--- config.mk ---
export PLATFORM = sky130hd
export DESIGN_NAME = positional_list_store_core
export DESIGN_NICKNAME = d
export VERILOG_FILES = /design/src/rtl/pls_pkg.sv /design/src/rtl/pls_ctrl.sv /design/src/rtl/pls_datapath.sv /design/src/rtl/positional_list_store_core.sv
export SDC_FILE = /design/constraint.sdc
export NUM_CORES = 2
export LEC_CHECK = 0
export ABC_AREA = 1
export BUFFER_PORTS_ARGS = -buffer_cell sky130_fd_sc_hd__buf_2
export CAP_MARGIN = 20
export CELL_PAD_IN_SITES_DETAIL_PLACEMENT = 1
export CELL_PAD_IN_SITES_GLOBAL_PLACEMENT = 1
export CORE_UTILIZATION = 48
export DETAILED_ROUTE_END_ITERATION = 7
export GPL_ROUTABILITY_DRIVEN = 0
export PLACE_DENSITY_LB_ADDON = 0.15
export SKIP_LAST_GASP = 1
export SYNTH_ARGS = -nofsm -noshare
export SYNTH_HDL_FRONTEND = slang
export SYNTH_SLANG_ARGS = --single-unit
--- constraint.sdc ---
create_clock -name clk -period 6.5 [get_ports clk]
set_input_delay 0.65 -clock clk [delete_from_list [all_inputs] [get_ports clk]]
set_output_delay 0.65 -clock clk [all_outputs]
set_load 0.01 [all_outputs]
--- src/rtl/pls_pkg.sv ---
package pls_pkg;

	localparam int DEPTH_DEF = 16;

	localparam int OP_W  = 3;
	localparam int VAL_W = 32;
	localparam int POS_W = 6;
	localparam int ST_W  = 2;
	localparam int LEN_W = 5;

	localparam logic [OP_W-1:0] OP_INS_FRONT = 3'd0;
	localparam logic [OP_W-1:0] OP_INS_BACK  = 3'd1;
	localparam logic [OP_W-1:0] OP_INS_AT    = 3'd2;
	localparam logic [OP_W-1:0] OP_DEL_FRONT = 3'd3;
	localparam logic [OP_W-1:0] OP_DEL_BACK  = 3'd4;
	localparam logic [OP_W-1:0] OP_DEL_AT    = 3'd5;
	localparam logic [OP_W-1:0] OP_COUNT     = 3'd6;
	localparam logic [OP_W-1:0] OP_LIST      = 3'd7;

	localparam logic [ST_W-1:0] ST_OK     = 2'd0;
	localparam logic [ST_W-1:0] ST_BADPOS = 2'd1;
	localparam logic [ST_W-1:0] ST_FULL   = 2'd2;
	localparam logic [ST_W-1:0] ST_EMPTY  = 2'd3;

	// controller -> datapath
	typedef struct packed {
		logic capture;  // latch the input beat
		logic exec;     // run the latched command, load the first result
		logic emit;     // load the next listed element and rotate
	} pls_cmd_t;

	// datapath -> controller
	typedef struct packed {
		logic out_free;    // output register can take a result this cycle
		logic is_list;
		logic empty;
		logic final_elem;  // element at the front is the last one to list
	} pls_stat_t;

endpackage

--- src/rtl/pls_ctrl.sv ---
module pls_ctrl (
	input  logic                clk,
	input  logic                arst_n,
	input  logic                in_valid,
	output logic                in_ready,
	input  pls_pkg::pls_stat_t  stat,
	output pls_pkg::pls_cmd_t   cmd
);
	import pls_pkg::*;

	typedef enum logic [2:0] {
		S_IDLE = 3'b001,
		S_EXEC = 3'b010,
		S_LIST = 3'b100
	} state_t;

	state_t state_q, state_d;

	always_comb begin
		state_d     = state_q;
		cmd         = '0;
		in_ready    = 1'b0;
		case (state_q)
			S_IDLE: begin
				in_ready    = 1'b1;
				cmd.capture = in_valid;
				if (in_valid) begin
					state_d = S_EXEC;
				end
			end
			S_EXEC: begin
				if (stat.out_free) begin
					cmd.exec = 1'b1;
					if (stat.is_list && !stat.empty && !stat.final_elem) begin
						state_d = S_LIST;
					end else begin
						state_d = S_IDLE;
					end
				end
			end
			S_LIST: begin
				if (stat.out_free) begin
					cmd.emit = 1'b1;
					if (stat.final_elem) begin
						state_d = S_IDLE;
					end
				end
			end
			default: begin
				state_d = S_IDLE;
			end
		endcase
	end

	always_ff @(posedge clk or negedge arst_n) begin
		if (!arst_n) begin
			state_q <= S_IDLE;
		end else begin
			state_q <= state_d;
		end
	end

endmodule

--- src/rtl/pls_datapath.sv ---
module pls_datapath #(
	parameter int DEPTH = pls_pkg::DEPTH_DEF
) (
	input  logic                            clk,
	input  logic                            arst_n,
	input  pls_pkg::pls_cmd_t               cmd,
	output pls_pkg::pls_stat_t              stat,
	input  logic [pls_pkg::OP_W-1:0]        operation,
	input  logic signed [pls_pkg::VAL_W-1:0] value,
	input  logic [pls_pkg::POS_W-1:0]       position,
	output logic                            out_valid,
	input  logic                            out_ready,
	output logic [pls_pkg::ST_W-1:0]        status,
	output logic signed [pls_pkg::VAL_W-1:0] element,
	output logic [pls_pkg::LEN_W-1:0]       length,
	output logic                            last
);
	import pls_pkg::*;

	localparam int CNT_W = $clog2(DEPTH + 1);
	localparam int EP_W  = POS_W + 1;

	// latched command
	logic [OP_W-1:0]  op_q;
	logic [VAL_W-1:0] val_q;
	logic [POS_W-1:0] pos_q;

	logic [CNT_W-1:0] cnt_q, cnt_d;
	logic [CNT_W-1:0] lidx_q;
	logic [VAL_W-1:0] cell_q [DEPTH];

	logic             out_valid_q;
	logic [ST_W-1:0]  status_q;
	logic [VAL_W-1:0] element_q;
	logic [LEN_W-1:0] length_q;
	logic             last_q;

	logic [EP_W-1:0]  ep;
	logic [EP_W-1:0]  cnt7;
	logic             is_ins, is_del;
	logic             ins_ok, del_ok, do_emit, load;
	logic [ST_W-1:0]  res_st;
	logic [CNT_W+LEN_W-1:0] len_ext;

	assign cnt7 = EP_W'(cnt_q);

	always_comb begin
		is_ins = 1'b0;
		is_del = 1'b0;
		ep     = '0;
		case (op_q)
			OP_INS_FRONT: begin is_ins = 1'b1; ep = EP_W'(1); end
			OP_INS_BACK:  begin is_ins = 1'b1; ep = cnt7 + EP_W'(1); end
			OP_INS_AT:    begin is_ins = 1'b1; ep = EP_W'(pos_q); end
			OP_DEL_FRONT: begin is_del = 1'b1; ep = EP_W'(1); end
			OP_DEL_BACK:  begin is_del = 1'b1; ep = cnt7; end
			OP_DEL_AT:    begin is_del = 1'b1; ep = EP_W'(pos_q); end
			default:      begin ep = '0; end
		endcase
	end

	always_comb begin
		res_st = ST_OK;
		ins_ok = 1'b0;
		del_ok = 1'b0;
		if (is_ins) begin
			if (ep == '0 || ep > cnt7 + EP_W'(1)) begin
				res_st = ST_BADPOS;
			end else if (cnt_q == CNT_W'(DEPTH)) begin
				res_st = ST_FULL;
			end else begin
				ins_ok = 1'b1;
			end
		end else if (is_del) begin
			if (cnt_q == '0) begin
				res_st = ST_EMPTY;
			end else if (ep == '0 || ep > cnt7) begin
				res_st = ST_BADPOS;
			end else begin
				del_ok = 1'b1;
			end
		end else if (op_q == OP_LIST && cnt_q == '0) begin
			res_st = ST_EMPTY;
		end
	end

	always_comb begin
		cnt_d = cnt_q;
		if (cmd.exec && ins_ok) begin
			cnt_d = cnt_q + CNT_W'(1);
		end else if (cmd.exec && del_ok) begin
			cnt_d = cnt_q - CNT_W'(1);
		end
	end

	assign do_emit = cmd.emit || (cmd.exec && op_q == OP_LIST && cnt_q != '0);
	assign load    = cmd.exec || cmd.emit;
	assign len_ext = {{LEN_W{1'b0}}, cnt_d};

	assign stat.out_free   = !out_valid_q || out_ready;
	assign stat.is_list    = (op_q == OP_LIST);
	assign stat.empty      = (cnt_q == '0);
	assign stat.final_elem = (lidx_q + CNT_W'(1) == cnt_q);

	always_ff @(posedge clk) begin
		if (cmd.capture) begin
			op_q  <= operation;
			val_q <= value;
			pos_q <= position;
		end
	end

	always_ff @(posedge clk or negedge arst_n) begin
		if (!arst_n) begin
			cnt_q  <= '0;
			lidx_q <= '0;
		end else begin
			cnt_q <= cnt_d;
			if (cmd.capture) begin
				lidx_q <= '0;
			end else if (do_emit) begin
				lidx_q <= lidx_q + CNT_W'(1);
			end
		end
	end

	// Row of cells. Insert opens a gap at ep-1, delete closes it, and a list
	// beat rotates the first cnt cells left by one so the front is always next.
	for (genvar i = 0; i < DEPTH; i++) begin : g_cell
		localparam logic [EP_W-1:0] POS1 = EP_W'(i + 1);
		logic [VAL_W-1:0] up_nb, dn_nb;

		if (i == 0) begin : g_lo
			assign dn_nb = cell_q[0];
		end else begin : g_mid
			assign dn_nb = cell_q[i-1];
		end
		if (i == DEPTH - 1) begin : g_hi
			assign up_nb = cell_q[i];
		end else begin : g_top
			assign up_nb = cell_q[i+1];
		end

		always_ff @(posedge clk) begin
			if (cmd.exec && ins_ok) begin
				if (POS1 == ep) begin
					cell_q[i] <= val_q;
				end else if (POS1 > ep) begin
					cell_q[i] <= dn_nb;
				end
			end else if (cmd.exec && del_ok) begin
				if (POS1 >= ep) begin
					cell_q[i] <= up_nb;
				end
			end else if (do_emit) begin
				if (POS1 < cnt7) begin
					cell_q[i] <= up_nb;
				end else if (POS1 == cnt7) begin
					cell_q[i] <= cell_q[0];
				end
			end
		end
	end

	always_ff @(posedge clk or negedge arst_n) begin
		if (!arst_n) begin
			out_valid_q <= 1'b0;
		end else if (load) begin
			out_valid_q <= 1'b1;
		end else if (out_ready) begin
			out_valid_q <= 1'b0;
		end
	end

	always_ff @(posedge clk) begin
		if (load) begin
			length_q <= len_ext[LEN_W-1:0];
			if (do_emit) begin
				status_q  <= ST_OK;
				element_q <= cell_q[0];
				last_q    <= stat.final_elem;
			end else begin
				status_q  <= res_st;
				element_q <= '0;
				last_q    <= 1'b1;
			end
		end
	end

	assign out_valid = out_valid_q;
	assign status    = status_q;
	assign element   = element_q;
	assign length    = length_q;
	assign last      = last_q;

endmodule

--- src/rtl/positional_list_store_core.sv ---
// Positional list store: an ordered list of up to DEPTH signed 32-bit values.
//
// Input channel (in_valid/in_ready) carries one command per beat: operation,
// value, position. Output channel (out_valid/out_ready) carries result beats:
// status, element, length, last. Every command gives one result beat with
// last set, except list, which gives one beat per element (front first, last
// on the final one) or a single empty-status beat when the list is empty.
//
// Flow: a command is taken into an input register and executed from there
// once the output register is free; its first result is then registered on
// the output. in_ready is high only in the idle state, so one command is in
// flight at a time. The row of cells shifts in parallel, so insert and delete
// cost the same at any position; a list emits one element per cycle while the
// receiver takes them, rotating the row so the front cell is always next out.
//
// Reset clears the element count and the output valid; slot contents are
// not cleared and are only read below the count. When the receiver stalls,
// the output register holds its beat and execution waits; a new command is
// still accepted into the input register while a result is waiting.
module positional_list_store_core #(
	parameter int DEPTH = pls_pkg::DEPTH_DEF
) (
	input  logic                             clk,
	input  logic                             arst_n,
	input  logic                             in_valid,
	output logic                             in_ready,
	input  logic [pls_pkg::OP_W-1:0]         operation,
	input  logic signed [pls_pkg::VAL_W-1:0] value,
	input  logic [pls_pkg::POS_W-1:0]        position,
	output logic                             out_valid,
	input  logic                             out_ready,
	output logic [pls_pkg::ST_W-1:0]         status,
	output logic signed [pls_pkg::VAL_W-1:0] element,
	output logic [pls_pkg::LEN_W-1:0]        length,
	output logic                             last
);
	import pls_pkg::*;

	pls_cmd_t  cmd;
	pls_stat_t stat;

	pls_ctrl u_ctrl (
		.clk      (clk),
		.arst_n   (arst_n),
		.in_valid (in_valid),
		.in_ready (in_ready),
		.stat     (stat),
		.cmd      (cmd)
	);

	pls_datapath #(
		.DEPTH (DEPTH)
	) u_dp (
		.clk       (clk),
		.arst_n    (arst_n),
		.cmd       (cmd),
		.stat      (stat),
		.operation (operation),
		.value     (value),
		.position  (position),
		.out_valid (out_valid),
		.out_ready (out_ready),
		.status    (status),
		.element   (element),
		.length    (length),
		.last      (last)
	);

endmodule

After elaboration in Yosys (flattened, before gate mapping)
Memory sizes are Yosys's and may differ from the RTL's.
Cells that the tools add are included.
{ "totals": {"ff_bits": 95, "ram_bits": 512, "inputBits": 45, "out_inout_bits": 42, "word_cells": 653, "n_memories": 1} }
{ "mem_list": {"columns": ["memory", "words", "width", "read_ports", "rd_ports_with_merged_regs", "wr", "line", "source"], "rows": [
  ["u_dp.cell_q", 16, 32, 16, 0, 16, "pls_datapath.sv:30", "logic [VAL_W-1:0] cell_q [DEPTH];"]
]} }
{ "classes": {"n_addsub": 4, "n_lt_le_gt_ge": 50, "eq_ne": 47, "muxes": 450, "bitwise": 64, "reduce_logical": 26} }
{ "op_table": {"columns": ["cell", "count"], "rows": [
  ["$mux 32", 64],
  ["$mux 1", 369],
  ["$or 1x1->1", 64],
  ["$eq 4x7->1 const A", 8],
  ["$ge 4x7->1 const A", 8],
  ["$gt 4x7->1 const A", 8],
  ["$eq 4x5->1 const A", 8],
  ["$lt 4x5->1 const A", 8],
  ["$eq 3x7->1 const A", 4],
  ["$ge 3x7->1 const A", 4],
  ["$gt 3x7->1 const A", 4],
  ["$pmux 7 s4", 1],
  ["$eq 3x5->1 const A", 4],
  ["$lt 3x5->1 const A", 4],
  ["$mux 5", 4],
  ["$mux 3", 5],
  ["$eq 2x7->1 const A", 2],
  ["$ge 2x7->1 const A", 2],
  ["$gt 2x7->1 const A", 2],
  ["$eq 3x3->1 const B", 4],
  ["$mux 2", 6],
  ["$add 5x1->5 const B", 2],
  ["$eq 2x5->1 const A", 2],
  ["$lt 2x5->1 const A", 2],
  ["32 further kinds", 52]
]} }

Logic depth before layout (Yosys ltp)
{ "logic_depth": {"depth_word": 16, "depth_mapped": 21} }

Modules after synthesis
A second synthesis with hierarchy kept.
{ "hier_totals": {"hier_cells": 5641, "hier_area_um2": 39153.8} }
{ "by_module_without_submodules": {"columns": ["module", "n_inst", "cells_per_inst", "area_per_inst_um2", "seq_area_each_um2"], "rows": [
  ["pls_datapath", 1, 5605, 38932.3, 18082.3],
  ["pls_ctrl", 1, 36, 221.5, 76.3]
]} }

Worst setup path before layout
Ideal clock, no wire load.
{ "synth_path": {"kind": "register to register", "start": "register u_dp.cnt_q[0]", "end": "memory u_dp.cell_q[15][0] (netlist: u_dp.cell_q[1][224]) (enable)", "setup_ns": 0.466, "arrival_time_ns": 4.731, "setup_slack_ns": 1.304, "stages_incl_launch_ff": 15, "period_less_slack_ns": 5.196, "path_cell_list": "dfrtp_1 -> buf_4 -> inv_1 -> ha_1 -> nand2_1 -> nand3_1 -> ha_1 -> nand2_1 -> o21ai_0 -> a21oi_1 -> nand2_1 -> nand2_1 -> nand3_4 -> buf_4 -> o21ai_0"} }
{ "synth_rtl": {"columns": ["item", "line", "source"], "rows": [
  ["start, declared", "pls_datapath.sv:28", "logic [CNT_W-1:0] cnt_q, cnt_d;"],
  ["start signal, assigned", "pls_datapath.sv:118", "cnt_q <= cnt_d;"],
  ["end, declared", "pls_datapath.sv:30", null]
]} }

==> flow_summary.ini <==
[global_route]
grt_pass1_vias = 36930
grt_pass1_wl_um = 234100
grt_max_degree = 66
grt_overflow = 0
grt_usage = 0.4081
grt_antenna_before_repair = 1

[logic_synthesis]
async_flop_share = 0.02306
yosysWarnings = 0
synthTopCellsByArea = edfxtp_1 49%, nand2_1 18%, nand3_1 8.0%, nor2_1 3.7%, a21oi_1 3.7%
synthFlopType = edfxtp_1
netlist_instances = 4777
netlist.area_leader.share = 0.4883
syn_area_um2 = 36470
yosysSeqAreaShare = 0.4979
yosysUniqueCellTypes = 43
syn_avg_cell_area_um2 = 7.634
synth_edf_count = 593
syn_nets = 4840
yosys.area.top_type = edfxtp_1
synth-seq-cells = 607

[die]
die_h_um = 277.6
start_util = 0.4874
io_pins = 87
die_x_um = 277.6
die-area_um2 = 77080
row_count = 100
coreArea_um2 = 74820

[routing]
dr.first_iter.drc_count = 4487
wl_um = 159700
drc = 0
num_vias = 36380
via_per_inst = 6.365
antenna_left = 0
first_pass_iters = 5
wl_per_cell_um = 27.94

[clock_network]
cts_buffers = 71
clkSlewWorstSetupHoldPaths_ns = 0.06
insertion_delay_ns = 0.63
cts_resized = 0
cts-root-buf = clkbuf_16
clock_sinks = 607
cts_htree_levels = 3
cts_tree = built
clockBufferDepth = 3

[sta]
finalMaxSlewViolations = 0
finalHoldViolations = 0
worst_slew_pin_slew_ns = 1.189
setup-tns-final_ns = 0
fin_crit_ns = 5.454
rsz0062_at_grt = no
setup-violations-final = 0
fmax_mhz = 183.3
maxSlewHeadroom = 0.2055
post-route-period-util = 0.8391
layout_setup_ws_ns = 1.046
clock_skew_ns = 0.01731

[placement]
place_ws_ns = 1.461
hpwl_um = 99330
io_buffer_count = 86

[run]
cap_violations = 0

[setup_path]
path_cells = ha_1 > nand2_1 > inv_1 > nor2_1 > nand2_1 > nand3_1 > ha_1 > a21oi_1 > o21ai_0 > nand2_1 > nand2_1 > a21oi_2 > nand3_2 > inv_2 > nand2_1 > nand2_1 > inv_2 > nand3_1 > a21oi_1
path_max_fanout = 32
startpoint_type = register
critPathSlowestCell = nand2_1
max_stage_delay_ns = 0.76
required_ns = 6.86
cpLargestDelayFamily = simple AND/OR/NAND/NOR gates
endpoint_kind = register
path_buf_inv = 3
crit_type = reg2reg
critPathMostFrequentCell = nand2_1
critPathArrivalTime_ns = 5.81

[layout]
diodes = 0
fin_nets = 4754
area_delta_synth_final_pct = 9.641
drive_above_1_share = 0.08342

[power_and_ir_drop]
ir_drop_mv = 0.2138
power_leakage_uw = 0.01710
powerDensity_nw_per_um2 = 347.4

[hold_path]
min_path_type = in2reg

[outcome]
outcome = complete, no violations
[path summary, 6_finish.rpt]
path	startpoint	to	slack [ns]	cells after the start
worst max-delay path	u_dp.cnt_q[1]$_DFF_PN0_	u_dp.cell_q[0][95]$_DFFE_PP_	1.05	19
worst min-delay path	value[27]	u_dp.val_q[27]$_DFFE_PP_	0.20	1
worst max register to register	u_dp.cnt_q[1]$_DFF_PN0_	u_dp.cell_q[0][95]$_DFFE_PP_	1.05	19
worst min register to register	u_dp.lidx_q[1]$_DFFE_PN0P_	u_dp.lidx_q[1]$_DFFE_PN0P_	0.55	2
max in group asynchronous	arst_n	u_ctrl.state_q[0]$_DFFE_PN1P_	5.73	2
min in group asynchronous	arst_n	u_dp.lidx_q[0]$_DFFE_PN0P_	0.48	2
[state kept, by name, indices dropped and copies added, names as in the netlist]
signal          cells
u_ctrl.state_q      3
u_dp.cell_q       512
u_dp.cnt_q          5
u_dp.element       32
u_dp.last           1
u_dp.length         5
u_dp.lidx_q         5
u_dp.op_q           3
u_dp.out_valid      1
u_dp.pos_q          6
u_dp.status         2
u_dp.val_q         32
[layout make-up]
cell class              instances  area [um^2]
clock inverters                32        230.2
well taps                     969         1212
clock buffers                  97         1968
multi-input cells            3462        15700
flip-flops and latches        607        18160
repair buffers                192         1376
fillers                      9253        34840
inverters                     357         1340
[power by group]
part	internal (uW)	switching, uW	total (uW)	leakage [uW]
clock	2240	1750	3980	0.00107
sequential	5270	554	5820	0.00553
combinational	1210	2880	4090	0.0105
[stage by stage]
step	instances	utilization	area, um^2	hold slack [ns]	power [uW]
2_1_floorplan	4777	-	36470	0.3544	8267
3_3_place_gp	5583	0.5038	37690	0.5332	9656
3_5_place_dp	5585	0.5045	37750	0.5402	9831
4_1_cts	5715	0.5340	39960	0.1796	13770
5_1_grt	5716	0.5344	39980	0.1956	14390
6_report	5716	0.5344	39980	0.1980	13890
[cell usage after synthesis, types with 2 or more instances]
library cell	instances
dfrtp_1	13
inv_2	16
nand2_2	3
buf_4	3
nand2_1	1709
or2_1	84
a21oi_1	271
nor2_1	362
buf_1	15
edfxtp_1	593
clkbuf_1	217
xor2_1	9
nor2_4	7
nor2_2	8
o211ai_1	102
o21ai_1	109
o21ai_0	102
nor4_1	2
ha_1	18
nor3_1	14
or2_0	8
nand4_1	15
or2_2	37
nand3_1	583
nand3_2	6
clkinv_1	2
buf_2	115
inv_1	339
[worst register-to-register path, stage by stage, from the launching register on]
cell and delay, ns:
dfrtp_1 0.63, ha_1 0.32, nand2_1 0.11, inv_1 0.11, nor2_1 0.06, nand2_1 0.10
nand3_1 0.27, ha_1 0.40, a21oi_1 0.16, o21ai_0 0.10, nand2_1 0.06, nand2_1 0.06
a21oi_2 0.22, nand3_2 0.41, inv_2 0.31, nand2_1 0.12, nand2_1 0.76, inv_2 0.65
nand3_1 0.28, a21oi_1 0.10
[repair_timing]
item	4_1_cts	5_1_grt
hold buffers	1	0
hold endpoints to repair	13	0
setup buffers	0	0
[logic make-up after synthesis]
logic type	synth area share
buffers and inverters	0.07733
and+or+nand+nor	0.3273
adders and majority gates	0.006176
xor gates and xnor gates	0.002162
DFF	0.4979
AOI/OAI and AO/OA	0.08907
[metal layers]
metal | vias up | GRT usage | share of wire
li1 | 15550 | - | -
met1 | 17840 | 0.5287 | 0.38
met2 | 2431 | 0.6419 | 0.45
met3 | 560 | 0.08060 | 0.11
met4 | 2 | 0.2261 | 0.057
met5 | - | 0 | 0.000081
[cell usage in the layout, fill, tap and decap left out, types with 20 or more instances in the layout]
master / Yosys / routed
nand2_1: 1709 / 1702
edfxtp_1: 593 / 593
nand3_1: 583 / 573
nor2_1: 362 / 355
inv_1: 339 / 338
a21oi_1: 271 / 270
o21ai_1: 109 / 108
o211ai_1: 102 / 102
o21ai_0: 102 / 101
buf_4: 3 / 95
buf_2: 115 / 86
or2_1: 84 / 84
clkbuf_16: 0 / 74
or2_2: 37 / 37
clkinv_1: 2 / 22
nor2_4: 7 / 20
clkbuf_1: 217 / 20
(Power assumes the default switching activity.)
